**src/rtl/core/rnc_pkg.sv**
```systemverilog
// Package for the radius neighbor count unit: sizes, command codes, operation
// and sequencer state types, and the queue entry passed from front to back.
// No dependencies; every other file but rnc_ram imports it.
package rnc_pkg;

  // Store and coordinate sizes
  localparam int MAX_PARTICLES = 1024;
  localparam int COORD_BITS    = 24;
  localparam int ADDR_W        = $clog2(MAX_PARTICLES);
  localparam int COUNT_W       = $clog2(MAX_PARTICLES + 1);

  // Distance arithmetic widths
  localparam int DIFF_W   = COORD_BITS + 1;
  localparam int SQ_W     = 2 * DIFF_W;
  localparam int SUM_W    = SQ_W + 2;
  localparam int RADIUS_W = 51;

  // Input command field
  localparam int CMD_W = 2;
  localparam logic [CMD_W-1:0] CMD_LOAD  = 2'd0;
  localparam logic [CMD_W-1:0] CMD_QUERY = 2'd1;
  localparam logic [CMD_W-1:0] CMD_CLEAR = 2'd2;

  // Configuration port
  localparam int CFG_DATA_W = 64;
  localparam int CFG_ADDR_W = 4;
  localparam logic [CFG_ADDR_W-1:0] REG_RADIUS_ADDR = 4'd0;

  // Queue between front and back
  localparam int Q_DEPTH  = 2;
  localparam int Q_PTR_W  = $clog2(Q_DEPTH);
  localparam int Q_FILL_W = $clog2(Q_DEPTH + 1);

  // Classified operation
  typedef enum logic [1:0] {
    OP_LOAD,
    OP_QUERY,
    OP_CLEAR,
    OP_NOP
  } op_t;

  // One queued item
  typedef struct packed {
    op_t                    op;
    logic [COORD_BITS-1:0]  x;
    logic [COORD_BITS-1:0]  y;
    logic [COORD_BITS-1:0]  z;
  } q_item_t;

  // Back-end sequencer state
  typedef enum logic [1:0] {
    ST_IDLE,
    ST_SCAN,
    ST_DRAIN
  } back_state_t;

endpackage

```
**src/rtl/core/rnc_front.sv**
```systemverilog
// Front end: accepts command items, classifies the command code and holds the
// items in a two-entry queue for the back end. Depends on rnc_pkg.
module rnc_front (
  input  logic                          clk,
  input  logic                          rst_n,
  input  logic                          start,
  output logic                          busy,
  input  logic [rnc_pkg::CMD_W-1:0]      in_command,
  input  logic [rnc_pkg::COORD_BITS-1:0] in_coord_x,
  input  logic [rnc_pkg::COORD_BITS-1:0] in_coord_y,
  input  logic [rnc_pkg::COORD_BITS-1:0] in_coord_z,
  output logic                          q_valid,
  output rnc_pkg::q_item_t              q_item,
  input  logic                          q_pop
);
  import rnc_pkg::*;

  q_item_t              q_r [Q_DEPTH];
  logic [Q_PTR_W-1:0]   wr_ptr_r;
  logic [Q_PTR_W-1:0]   rd_ptr_r;
  logic [Q_FILL_W-1:0]  fill_r;
  logic                 push;
  op_t                  op;

  // Map the command code onto an operation; the unused code does nothing.
  always_comb begin
    unique case (in_command)
      CMD_LOAD:  op = OP_LOAD;
      CMD_QUERY: op = OP_QUERY;
      CMD_CLEAR: op = OP_CLEAR;
      default:   op = OP_NOP;
    endcase
  end

  assign busy    = (fill_r == Q_FILL_W'(Q_DEPTH));
  assign push    = start && !busy;
  assign q_valid = (fill_r != '0);
  assign q_item  = q_r[rd_ptr_r];

  // Queue storage
  always_ff @(posedge clk) begin
    if (push) begin
      q_r[wr_ptr_r] <= '{op: op, x: in_coord_x, y: in_coord_y, z: in_coord_z};
    end
  end

  // Queue pointers and fill level
  always_ff @(posedge clk) begin
    if (!rst_n) begin
      wr_ptr_r <= '0;
      rd_ptr_r <= '0;
      fill_r   <= '0;
    end else begin
      if (push) begin
        wr_ptr_r <= wr_ptr_r + 1'b1;
      end
      if (q_pop) begin
        rd_ptr_r <= rd_ptr_r + 1'b1;
      end
      fill_r <= fill_r + Q_FILL_W'(push) - Q_FILL_W'(q_pop);
    end
  end

endmodule

```
**config.mk**
```make
export PLATFORM = sky130hd
export DESIGN_NAME = rnc_front
export DESIGN_NICKNAME = d
export VERILOG_FILES = /design/src/rtl/core/rnc_pkg.sv /design/src/rtl/core/rnc_front.sv
export SDC_FILE = /design/constraint.sdc
export NUM_CORES = 1
export LEC_CHECK = 0
export ABC_AREA = 1
export ABC_CLOCK_PERIOD_IN_PS = 6600
export BUFFER_PORTS_ARGS = -buffer_cell sky130_fd_sc_hd__buf_4
export CAP_MARGIN = 20
export CORE_MARGIN = 2
export CORE_UTILIZATION = 40
export DETAILED_ROUTE_END_ITERATION = 8
export PLACE_DENSITY = 0.63
export SLEW_MARGIN = 5
export SYNTH_ARGS = -nofsm -noshare
export SYNTH_HDL_FRONTEND = slang
export SYNTH_SLANG_ARGS = --single-unit
```
**constraint.sdc**
```tcl
create_clock -name clk -period 6.6 [get_ports clk]
set_clock_uncertainty 0.05 [all_clocks]
set_input_delay 1.32 -clock clk [delete_from_list [all_inputs] [get_ports clk]]
set_output_delay 1.32 -clock clk [all_outputs]
set_load 0.01 [all_outputs]
```
==> impl.org <==
** Worst setup path
- Arrival time at the worst endpoint :: 2.44 ns
- The critical path in this run is classified as reg2out.
- Internal reg-to-reg setup slack :: approximately 4.2 ns
- Along the worst path, the maximum fanout reaches 42.
- For the worst flop-to-flop path, the logic depth is 5.
- The worst setup path is launched from a flip-flop.
- In this run the critical register-to-register path is launched from fill_r[0]$_SDFF_PN0_.
- The worst setup path is captured at a primary output.
- At the worst endpoint, the required time is around 5.2 ns.
- The endpoint identified for the worst register-to-register timing path is q_r[0][23]$_DFFE_PP_.

** STA
- Static timing analysis puts the maximum clock frequency at about 260 MHz.
- Final critical-path required period :: between 3 and 4 ns
- Unrepaired setup endpoints after global routing :: false
- Period utilization :: 0.5771
- Total setup violations reported at the end of the flow :: 0
- The count of final hold-check violations was 0.
- Actual slew at the worst max-slew pin :: 0.8647 ns
- Setup TNS :: 0 ns
- The max-slew violation count was 0.
- Rel. slew slack :: 0.4222

** Clocking
- Count of cells resized by post-cts repair :: 0
- TritonCTS clock tree :: yes
- Buffers inserted to repair hold after CTS numbered 0.
- After clock tree synthesis, the clock-pin slew on the worst setup and hold paths is approximately 0.050 ns.
- Counting every sink on the clock net gives around 150.
- No sink is reached through more buffers than the 2 on the longest clock path.
- Number of levels in the clock H-tree :: 4
- Insertion delay to the later sink of the worst-skew pair :: around 0.4 ns
- Clock tree synthesis inserted a total of 17 buffers.
- After clock tree synthesis, the setup repair step added 0 buffers.
- CTS placed an instance of sky130_fd_sc_hd__clkbuf_16 at the clock tree root.

** Finish
- The repair_antennas step left the layout with diodes totalling 0.
- In the final layout, the share of cells above drive strength 1 is 0.5753.
- Syn-to-layout area delta :: 31.42%
- Once layout is complete, the utilization of the core stands at 0.5332.
- For this run, the post-layout net count is 512.

** Power
- In this run the power density over the cells is just over 300 mW/mm².
- Worst vdd rail ir drop :: around 0.00016 V
- P_leak :: between 0.003 and 0.004 µW

** Logic synthesis
- Share of the synthesized area in the top cell type :: 0.7624
- Mapped cell area :: around 0.0058 mm²
- Counting flops and latches in the post-synthesis netlist gives around 150.
- Register area share after synthesis :: 0.7796
- Synthesis produced a netlist whose cell count is about 270.
- Ys Warns :: 0
- Per-instance average area after synthesis :: ~22 µm²
- Top cell type by total area after synthesis :: sky130_fd_sc_hd__edfxtp_1
- In this run, distinct cell masters in the synthesized netlist total 13.
- Most area-consuming cells after synthesis :: sky130_fd_sc_hd__edfxtp_1, sky130_fd_sc_hd__mux2_4, sky130_fd_sc_hd__mux2_2
- The number of nets in the synthesized netlist is about 350.

** Place
- The congestion estimate from routability-driven global placement came to just under 0.7.
- Input and output buffers added on the ports amount to approximately 150.
- After legalization and detailed placement, the total HPWL measured roughly 6.5 mm.

** Drt
- Number of detailed-route iterations in the first pass :: 5
- In the routed layout, each cell is associated on average with a via count of between 4 and 5.
- Routed WL :: between 9 and 10 mm
- In this run, the number of DRC markers left after iteration 0 of detailed routing was between 100 and 150.
- Once detail routing completed, the nets flagged for antenna violations numbered 0.
- Dividing the detail-routed wire length by the instance count gives ~16 µm.
- Drc violations :: 0
- Count of vias placed by the detailed router :: around 2900

** Worst hold path
- Kind of path behind the tightest hold check :: reg2reg
- In this run the most critical hold path is launched from rd_ptr_r$_SDFFE_PN0P_.
- The worst hold path terminates at rd_ptr_r$_SDFFE_PN0P_.
- Cell depth of the worst min-delay path :: 2

** Floorplanning
- Number of placement rows :: 44
- The floorplan step defined a die boundary enclosing about 0.016 mm².
- around 150 I/O pins were placed.
- The core region is between 0.01 and 0.015 mm².
- The floorplan step set the die width to between 100 and 150 µm.
- From bottom edge to top edge, the die measures between 100 and 150 µm.
- Starting density of the core :: 0.4057

** Global route
- Across every metal layer, demand over resource in global routing totals 0.1327.
- Vias in the first global route :: 3087
- The number of antenna violations at the first check in global routing is 1.
- Entering global routing, the biggest net connects 47 pins.
- For this run the aggregate overflow at the end of global routing stands at 0.
- Wire length of the first global-routing pass :: 15.60 mm

** Job
- Count of maximum capacitance violations :: 0

** Status
- Result of the run :: finished, final reports clean
how the worst max path moves through the flow:
stage	startpoint	endpoint	slack (ns)	depth (start not counted)
finish	flip-flop	q_item[68]	2.79	3
global placement	flip-flop	q_item[68]	3.19	3
global route	flip-flop	q_item[68]	2.65	3
CTS	flip-flop	q_item[68]	2.72	3
floorplan	start	q_r[0][0]$_DFFE_PP_	1.57	2
detailed placement	flip-flop	q_item[68]	3.18	3
area by class of cell:
| cell class | instances | area (µm²) |
|---|---|---|
| Clock buffer | 28 | 486.7 |
| Sequential cell | 153 | 4548 |
| Tap cell | 184 | 230.2 |
| Timing Repair Buffer | 156 | 1171 |
| Inverter | 8 | 31.28 |
| Clock inverter | 4 | 22.52 |
| Fill cell | 1184 | 6708 |
| Multi-Input combinational cell | 96 | 1171 |
cell families (layout without fill, tap and decap cells):
kind of cell	count (synthesis)	in the layout	share of synthesized area
fa+ha+maj	2	2	0.004292
flops	153	153	0.7796
compound gates	2	2	0.001717
mux	74	74	0.1816
buf+inv	18	196	0.02082
simple gates	18	18	0.01202
metrics by stage:
stage	cells	instance area [µm²]	power [µW]	setup WS [ns]	hold slack (ns)
5_1_grt	629	7661	2450	2.646	0.5016
3_5_place_dp	597	7152	1548	3.179	0.4629
6_report	629	7661	2354	2.791	0.4657
3_3_place_gp	597	7152	1540	3.192	0.4278
2_1_floorplan	267	5829	1392	1.567	0.4135
4_1_cts	629	7661	2384	2.721	0.4762
cells in the mapped netlist:
library cell	instances
sky130_fd_sc_hd__mux2_2	14
sky130_fd_sc_hd__a21oi_1	2
sky130_fd_sc_hd__ha_1	2
sky130_fd_sc_hd__dfxtp_1	5
sky130_fd_sc_hd__nand2_1	10
sky130_fd_sc_hd__edfxtp_1	148
sky130_fd_sc_hd__mux2_4	60
sky130_fd_sc_hd__nand3_1	2
sky130_fd_sc_hd__inv_1	8
sky130_fd_sc_hd__clkbuf_1	2
sky130_fd_sc_hd__buf_2	1
sky130_fd_sc_hd__nor2_1	6
sky130_fd_sc_hd__buf_6	7
sequential cells by signal, indices dropped and copies added (netlist names), named ones only:
register,flops
rd_ptr_r,1
fill_r,2
wr_ptr_r,1
q_r,148
cells in the final DEF (no fill, tap or decap), drive strengths merged, types with 4 or more instances in the layout:
master  count
buf       156
edfxtp    148
nand2      10
dfxtp       5
nor2        6
mux2       74
clkbuf     28
clkinv      4
inv         7
where the power goes:
group	internal, µW	switching [µW]	total [µW]
clock	498	334	832
sequential	1170	27.6	1190
combinational	181	147	328
total	1840	509	2350
per-layer routing:
layer	GRT usage	wire length (µm)	up-vias
met1	0.1484	4040	1391
li1	-	-	1361
met5	0	13	-
met4	0.06345	217	2
met2	0.2163	4921	106
met3	0.05971	738	21
critical path, stage by stage (launching register included):
cell,delay [ns]
sky130_fd_sc_hd__dfxtp_4,0.72
sky130_fd_sc_hd__buf_4,0.70
sky130_fd_sc_hd__mux2_2,0.42
sky130_fd_sc_hd__buf_4,0.14
No activity file was read; power rests on OpenSTA's default activity.
